==> config.mk <==
export PLATFORM = sky130hd
export DESIGN_NAME = vruntime_run_queue_scheduler_unit
export DESIGN_NICKNAME = d
export VERILOG_FILES = /design/src/rtl/vrq_pkg.sv /design/src/rtl/vruntime_run_queue_scheduler_unit.sv /design/src/rtl/vrq_ram.sv /design/src/rtl/vrq_csr.sv /design/src/rtl/vrq_ctrl.sv
export SDC_FILE = /design/constraint.sdc
export NUM_CORES = 2
export LEC_CHECK = 0
export ABC_AREA = 1
export BUFFER_PORTS_ARGS = -buffer_cell sky130_fd_sc_hd__buf_2
export CAP_MARGIN = 20
export CORE_UTILIZATION = 55
export CTS_CLUSTER_SIZE = 16
export DETAILED_ROUTE_END_ITERATION = 7
export PLACE_DENSITY_LB_ADDON = 0.08
export SETUP_SLACK_MARGIN = 0.5
export SLEW_MARGIN = 20
export SYNTH_ARGS = -nofsm -noshare
export SYNTH_HDL_FRONTEND = slang
export SYNTH_SLANG_ARGS = --single-unit
==> constraint.sdc <==
create_clock -name clock -period 6.3 [get_ports clock]
set_clock_uncertainty 0.05 [all_clocks]
set_input_delay 0.63 -clock clock [delete_from_list [all_inputs] [get_ports clock]]
set_output_delay 0.63 -clock clock [all_outputs]
set_load 0.05 [all_outputs]
==> src/rtl/vrq_pkg.sv <==
// Shared types, constants and helper functions of the virtual-runtime run queue scheduler.
// Has no dependencies; every other file of the block but vrq_ram imports it.
`default_nettype none

package vrq_pkg;

   localparam int RT_WIDTH           = 63;
   localparam int PRIO_WIDTH         = 2;
   localparam int SLICE_WIDTH        = 8;
   localparam int RUN_CNT_WIDTH      = 6;
   localparam int DEF_QUEUE_DEPTH    = 16;
   localparam int DEF_TASK_ID_WIDTH  = 8;
   localparam int CSR_DATA_WIDTH     = 64;
   localparam int CSR_ADDR_WIDTH     = 4;

   // Register select: bit 3 of the byte address picks the 64-bit register.
   localparam logic REG_IDLE_RUNTIME  = 1'b0;
   localparam logic REG_IDLE_PRIORITY = 1'b1;

   localparam logic OP_INSERT   = 1'b0;
   localparam logic OP_SCHEDULE = 1'b1;

   typedef enum logic [2:0] {
      ST_IDLE,
      ST_POP,
      ST_DECIDE,
      ST_INS_RD,
      ST_INS_WR,
      ST_DONE
   } vrq_state_type;

   typedef struct packed {
      logic [RT_WIDTH-1:0]   idle_runtime;
      logic [PRIO_WIDTH-1:0] idle_priority;
   } vrq_cfg_type;

   // New time slice: 4/count, times three above priority 1; a count of zero counts as one.
   function automatic logic [SLICE_WIDTH-1:0] slice_refill(
      input logic [RUN_CNT_WIDTH-1:0] count,
      input logic [PRIO_WIDTH-1:0]    prio
   );
      logic [SLICE_WIDTH-1:0] base;
      if (count <= RUN_CNT_WIDTH'(1)) begin
         base = SLICE_WIDTH'(4);
      end else if (count == RUN_CNT_WIDTH'(2)) begin
         base = SLICE_WIDTH'(2);
      end else if (count <= RUN_CNT_WIDTH'(4)) begin
         base = SLICE_WIDTH'(1);
      end else begin
         base = '0;
      end
      return (prio <= PRIO_WIDTH'(1)) ? base : SLICE_WIDTH'(base * SLICE_WIDTH'(3));
   endfunction

endpackage

`default_nettype wire

==> src/rtl/vruntime_run_queue_scheduler_unit.sv <==
// Top level of the virtual-runtime run queue scheduler: configuration registers and the
// run queue sequencer. Depends on vrq_pkg, vrq_csr, vrq_ctrl (and vrq_ram below it).
//
//   channel   ports                          handshake
//   request   req_*                          accepted when start is high and busy is low
//   result    rsp_*                          rsp_valid high for one cycle, always taken
//   config    psel penable pwrite paddr ...  APB write in setup and access cycles
//
// One item is in work at a time. An insert walks down from the tail in ST_INS_RD and ST_INS_WR,
// reading one RAM entry and writing it one slot up for each queued entry with a runtime not
// below the new one, then writes the new entry; an idle or dropped insert goes straight to
// ST_DONE. A schedule item pops the head in ST_POP (skipped on an empty queue), decides in
// ST_DECIDE and then walks the same way to requeue the task that was not picked, unless its
// id is zero or it is a stopped current task.
// Reset empties the queue at once; the queue memory needs no clearing pass.
// busy stays high through the result cycle; the next item is taken in the cycle after it.
`default_nettype none

module vruntime_run_queue_scheduler_unit
   import vrq_pkg::*;
#(
   parameter int QUEUE_DEPTH   = DEF_QUEUE_DEPTH,
   parameter int TASK_ID_WIDTH = DEF_TASK_ID_WIDTH,
   localparam int LEN_W        = $clog2(QUEUE_DEPTH + 1)
) (
   input  wire logic                      clock,
   input  wire logic                      reset,
   input  wire logic                      start,
   output      logic                      busy,
   input  wire logic                      req_opcode,
   input  wire logic [TASK_ID_WIDTH-1:0]  req_task_id,
   input  wire logic [RT_WIDTH-1:0]       req_task_runtime,
   input  wire logic [PRIO_WIDTH-1:0]     req_task_priority,
   input  wire logic                      req_task_running,
   input  wire logic [SLICE_WIDTH-1:0]    req_slice_left,
   output      logic                      rsp_valid,
   output      logic [TASK_ID_WIDTH-1:0]  rsp_next_task_id,
   output      logic                      rsp_switched,
   output      logic [SLICE_WIDTH-1:0]    rsp_slice_value,
   output      logic [LEN_W-1:0]          rsp_queue_count,
   output      logic                      rsp_overflow,
   input  wire logic                      psel,
   input  wire logic                      penable,
   input  wire logic                      pwrite,
   input  wire logic [CSR_ADDR_WIDTH-1:0] paddr,
   input  wire logic [CSR_DATA_WIDTH-1:0] pwdata,
   output      logic [CSR_DATA_WIDTH-1:0] prdata,
   output      logic                      pready
);

   vrq_cfg_type cfg;

   vrq_csr u_csr (
      .clock   (clock),
      .reset   (reset),
      .psel    (psel),
      .penable (penable),
      .pwrite  (pwrite),
      .paddr   (paddr),
      .pwdata  (pwdata),
      .prdata  (prdata),
      .pready  (pready),
      .cfg     (cfg)
   );

   vrq_ctrl #(
      .QUEUE_DEPTH   (QUEUE_DEPTH),
      .TASK_ID_WIDTH (TASK_ID_WIDTH)
   ) u_ctrl (
      .clock             (clock),
      .reset             (reset),
      .cfg               (cfg),
      .start             (start),
      .busy              (busy),
      .req_opcode        (req_opcode),
      .req_task_id       (req_task_id),
      .req_task_runtime  (req_task_runtime),
      .req_task_priority (req_task_priority),
      .req_task_running  (req_task_running),
      .req_slice_left    (req_slice_left),
      .rsp_valid         (rsp_valid),
      .rsp_next_task_id  (rsp_next_task_id),
      .rsp_switched      (rsp_switched),
      .rsp_slice_value   (rsp_slice_value),
      .rsp_queue_count   (rsp_queue_count),
      .rsp_overflow      (rsp_overflow)
   );

   // An accepted item keeps the block busy until its result has been shown.
   a_accept_busy: assert property (@(posedge clock) disable iff (reset)
      start && !busy |=> busy)
      else $error("accepted item did not raise busy");

   a_result_busy: assert property (@(posedge clock) disable iff (reset)
      rsp_valid |-> busy && !$past(rsp_valid))
      else $error("result shown outside an item or twice in a row");

   a_count_range: assert property (@(posedge clock) disable iff (reset)
      rsp_valid |-> rsp_queue_count <= LEN_W'(QUEUE_DEPTH))
      else $error("queue count beyond depth");

   // A dropped insert only happens on a full queue and never switches.
   a_overflow: assert property (@(posedge clock) disable iff (reset)
      rsp_valid && rsp_overflow |->
         !rsp_switched && (rsp_next_task_id == '0) &&
         (rsp_queue_count == LEN_W'(QUEUE_DEPTH)))
      else $error("overflow flagged on an item that could not overflow");

endmodule

`default_nettype wire

==> src/rtl/vrq_ram.sv <==
// Generic simple dual-port RAM: one write port, one read port with registered read data.
// Depends on nothing.
`default_nettype none

module vrq_ram #(
   parameter int WIDTH = 8,
   parameter int DEPTH = 16
) (
   input  wire logic                     clock,
   input  wire logic                     we,
   input  wire logic [$clog2(DEPTH)-1:0] waddr,
   input  wire logic [WIDTH-1:0]         wdata,
   input  wire logic [$clog2(DEPTH)-1:0] raddr,
   output      logic [WIDTH-1:0]         rdata
);

   logic [WIDTH-1:0] mem_ff [DEPTH];

   always_ff @(posedge clock) begin
      if (we) begin
         mem_ff[waddr] <= wdata;
      end
      rdata <= mem_ff[raddr];
   end

endmodule

`default_nettype wire

==> src/rtl/vrq_csr.sv <==
// Configuration registers of the run queue scheduler behind an APB-style port.
// Depends on vrq_pkg.
`default_nettype none

module vrq_csr
   import vrq_pkg::*;
(
   input  wire logic                      clock,
   input  wire logic                      reset,
   input  wire logic                      psel,
   input  wire logic                      penable,
   input  wire logic                      pwrite,
   input  wire logic [CSR_ADDR_WIDTH-1:0] paddr,
   input  wire logic [CSR_DATA_WIDTH-1:0] pwdata,
   output      logic [CSR_DATA_WIDTH-1:0] prdata,
   output      logic                      pready,
   output      vrq_cfg_type               cfg
);

   vrq_cfg_type cfg_ff, cfg_in;
   logic        reg_sel;
   logic        wr_en;

   assign reg_sel = paddr[CSR_ADDR_WIDTH-1];
   assign wr_en   = psel && penable && pwrite;
   assign pready  = 1'b1;
   assign cfg     = cfg_ff;

   always_comb begin
      cfg_in = cfg_ff;
      if (wr_en) begin
         unique case (reg_sel)
            REG_IDLE_RUNTIME:  cfg_in.idle_runtime  = pwdata[RT_WIDTH-1:0];
            REG_IDLE_PRIORITY: cfg_in.idle_priority = pwdata[PRIO_WIDTH-1:0];
            default:           cfg_in = cfg_ff;
         endcase
      end
   end

   always_comb begin
      unique case (reg_sel)
         REG_IDLE_RUNTIME:  prdata = CSR_DATA_WIDTH'(cfg_ff.idle_runtime);
         REG_IDLE_PRIORITY: prdata = CSR_DATA_WIDTH'(cfg_ff.idle_priority);
         default:           prdata = '0;
      endcase
   end

   always_ff @(posedge clock) begin
      if (reset) begin
         cfg_ff <= '0;
      end else begin
         cfg_ff <= cfg_in;
      end
   end

endmodule

`default_nettype wire

==> src/rtl/vrq_ctrl.sv <==
// Sequencer and datapath of the run queue: a circular buffer in one RAM, kept sorted by an
// insertion walk from the tail. Depends on vrq_pkg and vrq_ram.
`default_nettype none

module vrq_ctrl
   import vrq_pkg::*;
#(
   parameter int QUEUE_DEPTH   = DEF_QUEUE_DEPTH,
   parameter int TASK_ID_WIDTH = DEF_TASK_ID_WIDTH,
   localparam int LEN_W        = $clog2(QUEUE_DEPTH + 1)
) (
   input  wire logic                     clock,
   input  wire logic                     reset,
   input  wire vrq_cfg_type              cfg,
   input  wire logic                     start,
   output      logic                     busy,
   input  wire logic                     req_opcode,
   input  wire logic [TASK_ID_WIDTH-1:0] req_task_id,
   input  wire logic [RT_WIDTH-1:0]      req_task_runtime,
   input  wire logic [PRIO_WIDTH-1:0]    req_task_priority,
   input  wire logic                     req_task_running,
   input  wire logic [SLICE_WIDTH-1:0]   req_slice_left,
   output      logic                     rsp_valid,
   output      logic [TASK_ID_WIDTH-1:0] rsp_next_task_id,
   output      logic                     rsp_switched,
   output      logic [SLICE_WIDTH-1:0]   rsp_slice_value,
   output      logic [LEN_W-1:0]         rsp_queue_count,
   output      logic                     rsp_overflow
);

   localparam int PTR_W   = $clog2(QUEUE_DEPTH);
   localparam int SUM_W   = PTR_W + 1;
   localparam int ENTRY_W = TASK_ID_WIDTH + RT_WIDTH + PRIO_WIDTH;
   localparam logic [PTR_W-1:0] LAST_PTR = PTR_W'(QUEUE_DEPTH - 1);

   function automatic logic [PTR_W-1:0] ptr_dec(input logic [PTR_W-1:0] p);
      return (p == '0) ? LAST_PTR : PTR_W'(p - PTR_W'(1));
   endfunction

   function automatic logic [PTR_W-1:0] ptr_inc(input logic [PTR_W-1:0] p);
      return (p == LAST_PTR) ? '0 : PTR_W'(p + PTR_W'(1));
   endfunction

   vrq_state_type state_ff, state_in;

   logic [PTR_W-1:0]         head_ff, head_in;
   logic [LEN_W-1:0]         len_ff, len_in;
   logic [RUN_CNT_WIDTH-1:0] run_ff, run_in;
   logic                     op_ff, op_in;
   logic [TASK_ID_WIDTH-1:0] cur_id_ff, cur_id_in;
   logic [RT_WIDTH-1:0]      cur_rt_ff, cur_rt_in;
   logic [PRIO_WIDTH-1:0]    cur_prio_ff, cur_prio_in;
   logic                     cur_run_ff, cur_run_in;
   logic [SLICE_WIDTH-1:0]   slice_ff, slice_in;
   logic [TASK_ID_WIDTH-1:0] hid_ff, hid_in;
   logic [RT_WIDTH-1:0]      hrt_ff, hrt_in;
   logic [PRIO_WIDTH-1:0]    hprio_ff, hprio_in;
   logic [ENTRY_W-1:0]       ins_ff, ins_in;
   logic [PTR_W-1:0]         wp_ff, wp_in;
   logic [LEN_W-1:0]         k_ff, k_in;
   logic [TASK_ID_WIDTH-1:0] next_ff, next_in;
   logic                     sw_ff, sw_in;
   logic                     ovf_ff, ovf_in;

   logic                     ram_we;
   logic [PTR_W-1:0]         ram_waddr;
   logic [ENTRY_W-1:0]       ram_wdata;
   logic [PTR_W-1:0]         ram_raddr;
   logic [ENTRY_W-1:0]       ram_rdata;

   logic [SUM_W-1:0]         tail_sum;
   logic [PTR_W-1:0]         tail;
   logic                     queue_full;
   logic                     take_head;
   logic                     requeue;
   logic                     walk_on;
   logic [RT_WIDTH-1:0]      rd_rt;
   logic [RT_WIDTH-1:0]      ins_rt;

   vrq_ram #(
      .WIDTH (ENTRY_W),
      .DEPTH (QUEUE_DEPTH)
   ) u_ram (
      .clock (clock),
      .we    (ram_we),
      .waddr (ram_waddr),
      .wdata (ram_wdata),
      .raddr (ram_raddr),
      .rdata (ram_rdata)
   );

   // Physical slot one past the last queued entry.
   assign tail_sum   = SUM_W'(head_ff) + SUM_W'(len_ff);
   assign tail       = (tail_sum >= SUM_W'(QUEUE_DEPTH)) ?
                       PTR_W'(tail_sum - SUM_W'(QUEUE_DEPTH)) : PTR_W'(tail_sum);
   assign queue_full = (len_ff == LEN_W'(QUEUE_DEPTH));
   assign take_head  = (cur_rt_ff >= hrt_ff) || !cur_run_ff;
   assign requeue    = take_head ? (cur_run_ff && (cur_id_ff != '0)) : (hid_ff != '0);
   assign rd_rt      = ram_rdata[PRIO_WIDTH +: RT_WIDTH];
   assign ins_rt     = ins_ff[PRIO_WIDTH +: RT_WIDTH];
   assign walk_on    = (rd_rt >= ins_rt);

   // Next state.
   always_comb begin
      state_in = state_ff;
      unique case (state_ff)
         ST_IDLE: begin
            if (start) begin
               if (req_opcode == OP_INSERT) begin
                  state_in = ((req_task_id == '0) || queue_full) ? ST_DONE : ST_INS_RD;
               end else begin
                  state_in = (len_ff == '0) ? ST_DECIDE : ST_POP;
               end
            end
         end
         ST_POP:    state_in = ST_DECIDE;
         ST_DECIDE: state_in = requeue ? ST_INS_RD : ST_DONE;
         ST_INS_RD: state_in = (k_ff == '0) ? ST_DONE : ST_INS_WR;
         ST_INS_WR: state_in = walk_on ? ST_INS_RD : ST_DONE;
         ST_DONE:   state_in = ST_IDLE;
         default:   state_in = ST_IDLE;
      endcase
   end

   // Datapath and memory control.
   always_comb begin
      head_in     = head_ff;
      len_in      = len_ff;
      run_in      = run_ff;
      op_in       = op_ff;
      cur_id_in   = cur_id_ff;
      cur_rt_in   = cur_rt_ff;
      cur_prio_in = cur_prio_ff;
      cur_run_in  = cur_run_ff;
      slice_in    = slice_ff;
      hid_in      = hid_ff;
      hrt_in      = hrt_ff;
      hprio_in    = hprio_ff;
      ins_in      = ins_ff;
      wp_in       = wp_ff;
      k_in        = k_ff;
      next_in     = next_ff;
      sw_in       = sw_ff;
      ovf_in      = ovf_ff;
      ram_we      = 1'b0;
      ram_waddr   = wp_ff;
      ram_wdata   = ins_ff;
      ram_raddr   = head_ff;

      unique case (state_ff)
         ST_IDLE: begin
            if (start) begin
               op_in       = req_opcode;
               cur_id_in   = req_task_id;
               cur_rt_in   = req_task_runtime;
               cur_prio_in = req_task_priority;
               cur_run_in  = req_task_running;
               slice_in    = req_slice_left;
               next_in     = '0;
               sw_in       = 1'b0;
               ovf_in      = (req_opcode == OP_INSERT) && (req_task_id != '0) && queue_full;
               ins_in      = {req_task_id, req_task_runtime, req_task_priority};
               k_in        = len_ff;
               wp_in       = tail;
               // An empty queue yields the idle task as head.
               hid_in      = '0;
               hrt_in      = cfg.idle_runtime;
               hprio_in    = cfg.idle_priority;
            end
         end
         ST_POP: begin
            hid_in   = ram_rdata[PRIO_WIDTH + RT_WIDTH +: TASK_ID_WIDTH];
            hrt_in   = rd_rt;
            hprio_in = ram_rdata[PRIO_WIDTH-1:0];
            head_in  = ptr_inc(head_ff);
            len_in   = LEN_W'(len_ff - LEN_W'(1));
            run_in   = RUN_CNT_WIDTH'(run_ff - RUN_CNT_WIDTH'(1));
         end
         ST_DECIDE: begin
            k_in  = len_ff;
            wp_in = tail;
            sw_in = take_head;
            if (take_head) begin
               next_in = hid_ff;
               ins_in  = {cur_id_ff, cur_rt_ff, cur_prio_ff};
            end else begin
               next_in = cur_id_ff;
               ins_in  = {hid_ff, hrt_ff, hprio_ff};
            end
         end
         ST_INS_RD: begin
            ram_raddr = ptr_dec(wp_ff);
            if (k_ff == '0) begin
               ram_we = 1'b1;
               len_in = LEN_W'(len_ff + LEN_W'(1));
               run_in = RUN_CNT_WIDTH'(run_ff + RUN_CNT_WIDTH'(1));
            end
         end
         ST_INS_WR: begin
            ram_we = 1'b1;
            if (walk_on) begin
               // The entry below is not smaller, so it moves up one slot.
               ram_wdata = ram_rdata;
               wp_in     = ptr_dec(wp_ff);
               k_in      = LEN_W'(k_ff - LEN_W'(1));
            end else begin
               len_in = LEN_W'(len_ff + LEN_W'(1));
               run_in = RUN_CNT_WIDTH'(run_ff + RUN_CNT_WIDTH'(1));
            end
         end
         ST_DONE: begin
            ram_we = 1'b0;
         end
         default: begin
            ram_we = 1'b0;
         end
      endcase
   end

   // Outputs.
   always_comb begin
      busy             = (state_ff != ST_IDLE);
      rsp_valid        = (state_ff == ST_DONE);
      rsp_next_task_id = next_ff;
      rsp_switched     = sw_ff;
      rsp_queue_count  = len_ff;
      rsp_overflow     = ovf_ff;
      if ((op_ff == OP_SCHEDULE) && (slice_ff == '0)) begin
         rsp_slice_value = slice_refill(run_ff, hprio_ff);
      end else begin
         rsp_slice_value = slice_ff;
      end
   end

   always_ff @(posedge clock) begin
      if (reset) begin
         state_ff <= ST_IDLE;
         head_ff  <= '0;
         len_ff   <= '0;
         run_ff   <= RUN_CNT_WIDTH'(1);
      end else begin
         state_ff <= state_in;
         head_ff  <= head_in;
         len_ff   <= len_in;
         run_ff   <= run_in;
      end
   end

   always_ff @(posedge clock) begin
      op_ff       <= op_in;
      cur_id_ff   <= cur_id_in;
      cur_rt_ff   <= cur_rt_in;
      cur_prio_ff <= cur_prio_in;
      cur_run_ff  <= cur_run_in;
      slice_ff    <= slice_in;
      hid_ff      <= hid_in;
      hrt_ff      <= hrt_in;
      hprio_ff    <= hprio_in;
      ins_ff      <= ins_in;
      wp_ff       <= wp_in;
      k_ff        <= k_in;
      next_ff     <= next_in;
      sw_ff       <= sw_in;
      ovf_ff      <= ovf_in;
   end

endmodule

`default_nettype wire

==> out/metrics.yaml <==
status:
  run_status: "finished clean"
critical_path:
  timing.rr.end: "u_ctrl.u_ram.mem_ff[9][1]"
  r2r_cells: 12
  required_ps: 6670
  worstSetupStartpointType: "flip-flop"
  arrival_ps: 4740
  worstReg2RegStart: "u_ctrl.ins_ff[22]"
  crit_start: "u_ctrl.ins_ff[22]"
  worst-path-max-fanout: 136
  rrSetupSlack_ps: 1930
  crit_end: "u_ctrl.u_ram.mem_ff[9][1]"
  crit_type: "reg -> reg"
  critPathCaptureType: "flip-flop"
global_route:
  grt_overflow_total: 0
  antenna_found_initial: 7
  grt_pass1_vias: 41590
  grt_pass1_wl_um: 269400
  grt_use_total: 0.3003
  grt_start_max_net_pins: 192
clocking:
  cts_max_level: 4
  cts_tree: "yes"
  ctsResizeCount: 0
  clock_sinks: 1552
  clkTransAtPathRegs_ps: 60
  clockRootBuffer: "clkbuf_16"
  postCtsSetupBuffers: 0
  cts_made_buffers: 160
  clk_path_buf_depth: 3
  clock_latency_ps: 800
  cts_hold_buffers: 78
power:
  power.leakage_nw: 26.86
  vdd_drop_max_v: 0.0003811
  powerDensity_mw_per_mm2: 474.8
  power_w: 0.03578
synth:
  ys_seq_area_frac: 0.6774
  async_flop_share: 0
  syn-cell-area_mm2: 0.06651
  synthFlopType: "edfxtp_1"
  ys_ff_latch: 1552
  yosys_warnings: 0
  yosys.cell_types.count: 49
  syn_nets: 5985
  synth-edff-count: 1397
  avgSynthCellArea_um2: 11.70
  synth_cells: 5683
place:
  gp_congestion: 0.8935
  dp_hpwl_um: 102900
  portBuffers: 239
floorplan:
  die_h_um: 349.7
  core-area_mm2: 0.1200
  num_rows: 127
  io_pins: 247
  die_area_mm2: 0.1223
  start_util: 0.5544
  fp.dieW_um: 349.7
cells_and_area:
  layout.nets: 6200
  final_common_cell: "edfxtp_1"
  syn2layout_area_growth_pct: 13.30
  drive_above_1_share: 0.1149
  fin_util: 0.6281
  final_cell_mix: "edfxtp_1 (1397), nand2_1 (699), o21ai_0 (630)"
worst_hold_path:
  holdPathStages: 1
  min-delay-path-class: "in -> reg"
route:
  ant_nets: 0
  vias: 45320
  post-route-drc-count: 0
  first_pass_iters: 5
  first_iter_violations: 5138
  via_per_inst: 5.928
  drt_wl_total_um: 186000
  drt-wirelength-per-cell_um: 24.33
sta:
  fin_crit_sh: 0.6941
  fin_crit_ps: 4373
  setup_violations: 0
  timing.setup.tns_ps: 0
  max_freq_mhz: 228.7
  rsz0062_at_grt: "false"
  max-slew-margin-rel: 0.1809
  tightestPinTransition_ps: 1229
  maxSlewViolCount: 0
  hold_violations: 0
flow_run:
  max_cap_violations: 0
logic make-up (layout without fill, tap and decap cells):
kind of cell / Yosys count / count (layout) / share of synthesized area
AO/OA/AOI/OAI: 1781 / 1781 / 0.1571
flip-flops: 1552 / 1552 / 0.6774
adder cells (fa/ha/maj): 145 / 145 / 0.02751
XOR/XNOR: 20 / 20 / 0.002634
AND/OR/NAND/NOR: 1244 / 1244 / 0.07514
buffers and inverters: 938 / 1286 / 0.05998
other: 2 / 3 / 0.0001129
multiplexers: 1 / 1 / 0.0001505
cells in the mapped netlist, types with 2 or more instances:
| cell | number | area [um2] |
|---|---|---|
| buf_1 | 4 | 15.01 |
| nand2_2 | 6 | 37.54 |
| a21o_1 | 5 | 37.54 |
| o221ai_1 | 11 | 96.34 |
| buf_6 | 21 | 236.5 |
| edfxtp_1 | 1397 | 41950 |
| clkbuf_2 | 7 | 35.03 |
| inv_1 | 551 | 2068 |
| o21ai_2 | 2 | 17.52 |
| a31oi_1 | 2 | 12.51 |
| dfxtp_1 | 155 | 3103 |
| a31o_2 | 2 | 17.52 |
| o31ai_1 | 7 | 52.55 |
| nor2_1 | 361 | 1355 |
| buf_4 | 36 | 270.3 |
| clkbuf_1 | 176 | 660.6 |
| nand3_1 | 103 | 515.5 |
| o211ai_1 | 516 | 3874 |
| a21oi_1 | 512 | 2562 |
| xnor2_1 | 7 | 61.31 |
| fa_1 | 2 | 40.04 |
| o211ai_2 | 19 | 237.7 |
| o21ai_1 | 70 | 350.3 |
| buf_2 | 133 | 665.6 |
| conb_1 | 2 | 7.510 |
| nor2_2 | 3 | 18.77 |
| xor2_1 | 13 | 113.9 |
| inv_2 | 9 | 33.78 |
| nor4_1 | 8 | 50.05 |
| nand4_1 | 27 | 168.9 |
| o21ai_0 | 632 | 3163 |
| ha_1 | 143 | 1789 |
| nor3_1 | 26 | 130.1 |
| nand2_1 | 700 | 2628 |
through the flow:
step / cells / worst slack, ps / hold WS, ps / area [um2]
after detailed placement: 7270 / 1749 / 409.4 / 69240
after CTS: 7643 / 1749 / 0.7908 / 75230
final: 7644 / 1927 / 46.17 / 75350
after floorplan: 5683 / 875.4 / 389.6 / 66510
after global placement: 7270 / 1892 / 402.0 / 69240
after global routing: 7643 / 1703 / 28.01 / 75350
per-layer routing:
| metal | vias up | track usage | part of all wire |
|---|---|---|---|
| li1 | 20910 | - | - |
| met2 | 1981 | 0.4382 | 0.44 |
| met3 | 252 | 0.06352 | 0.10 |
| met4 | 0 | 0.08172 | 0.022 |
| met5 | - | 0 | 0 |
| met1 | 22180 | 0.4554 | 0.44 |
layout make-up:
type                    instances  area, um2
clock buffers                 227       4522
well taps                    1612       2017
inverters                     561       2125
diodes                          1      2.502
clock inverters                68      689.4
fillers                      9226      44620
flip-flops and latches       1552      45050
repair buffers                430       3126
multi-input cells            3193      17820
critical path, cell delays in order (launching register included):
cell and delay (ps):
edfxtp_1 320, inv_1 50, ha_1 300, nand2_1 60, nor2_1 160, nand4_1 130
nor2_1 510, nand2_1 110, nand2_1 180, nand2_1 110, nand2_2 140, nand2_8 530
o21ai_1 1170
power breakdown:
part | total [W] | switching [W] | leakage [nW] | internal, W
Combinational | 0.0118 | 0.00855 | 10.3 | 0.00321
Sequential | 0.0146 | 0.000779 | 14.0 | 0.0138
Clock | 0.00940 | 0.00397 | 2.54 | 0.00543
Total | 0.0358 | 0.0133 | 26.9 | 0.0225
flip-flops by register name, indices dropped and copies added, names as in the netlist, 8 cells and up:
| register | flops |
|---|---|
| u_ctrl.cur_rt_ff | 63 |
| u_ctrl.u_ram.rdata | 72 |
| u_csr.cfg | 65 |
| u_ctrl.ins_ff | 72 |
| u_ctrl.rsp_next_task_id | 8 |
| u_ctrl.u_ram.mem_ff | 1152 |
| u_ctrl.hid_ff | 8 |
| u_ctrl.hrt_ff | 63 |
| u_ctrl.cur_id_ff | 8 |
| u_ctrl.slice_ff | 8 |
worst min-delay path by stage:
stage | from | to | slack, ps
after floorplan | u_csr.cfg[2] | u_csr.cfg[2] | 390
after global routing | req_task_id[0] | u_ctrl.cur_id_ff[0] | 30
after CTS | pwdata[0] | u_csr.cfg[0] | 0.8
after detailed placement | u_ctrl.run_ff[5] | u_ctrl.run_ff[5] | 410
final | req_task_id[0] | u_ctrl.cur_id_ff[0] | 50
after global placement | u_ctrl.run_ff[5] | u_ctrl.run_ff[5] | 400
(Power assumes the default switching activity.)
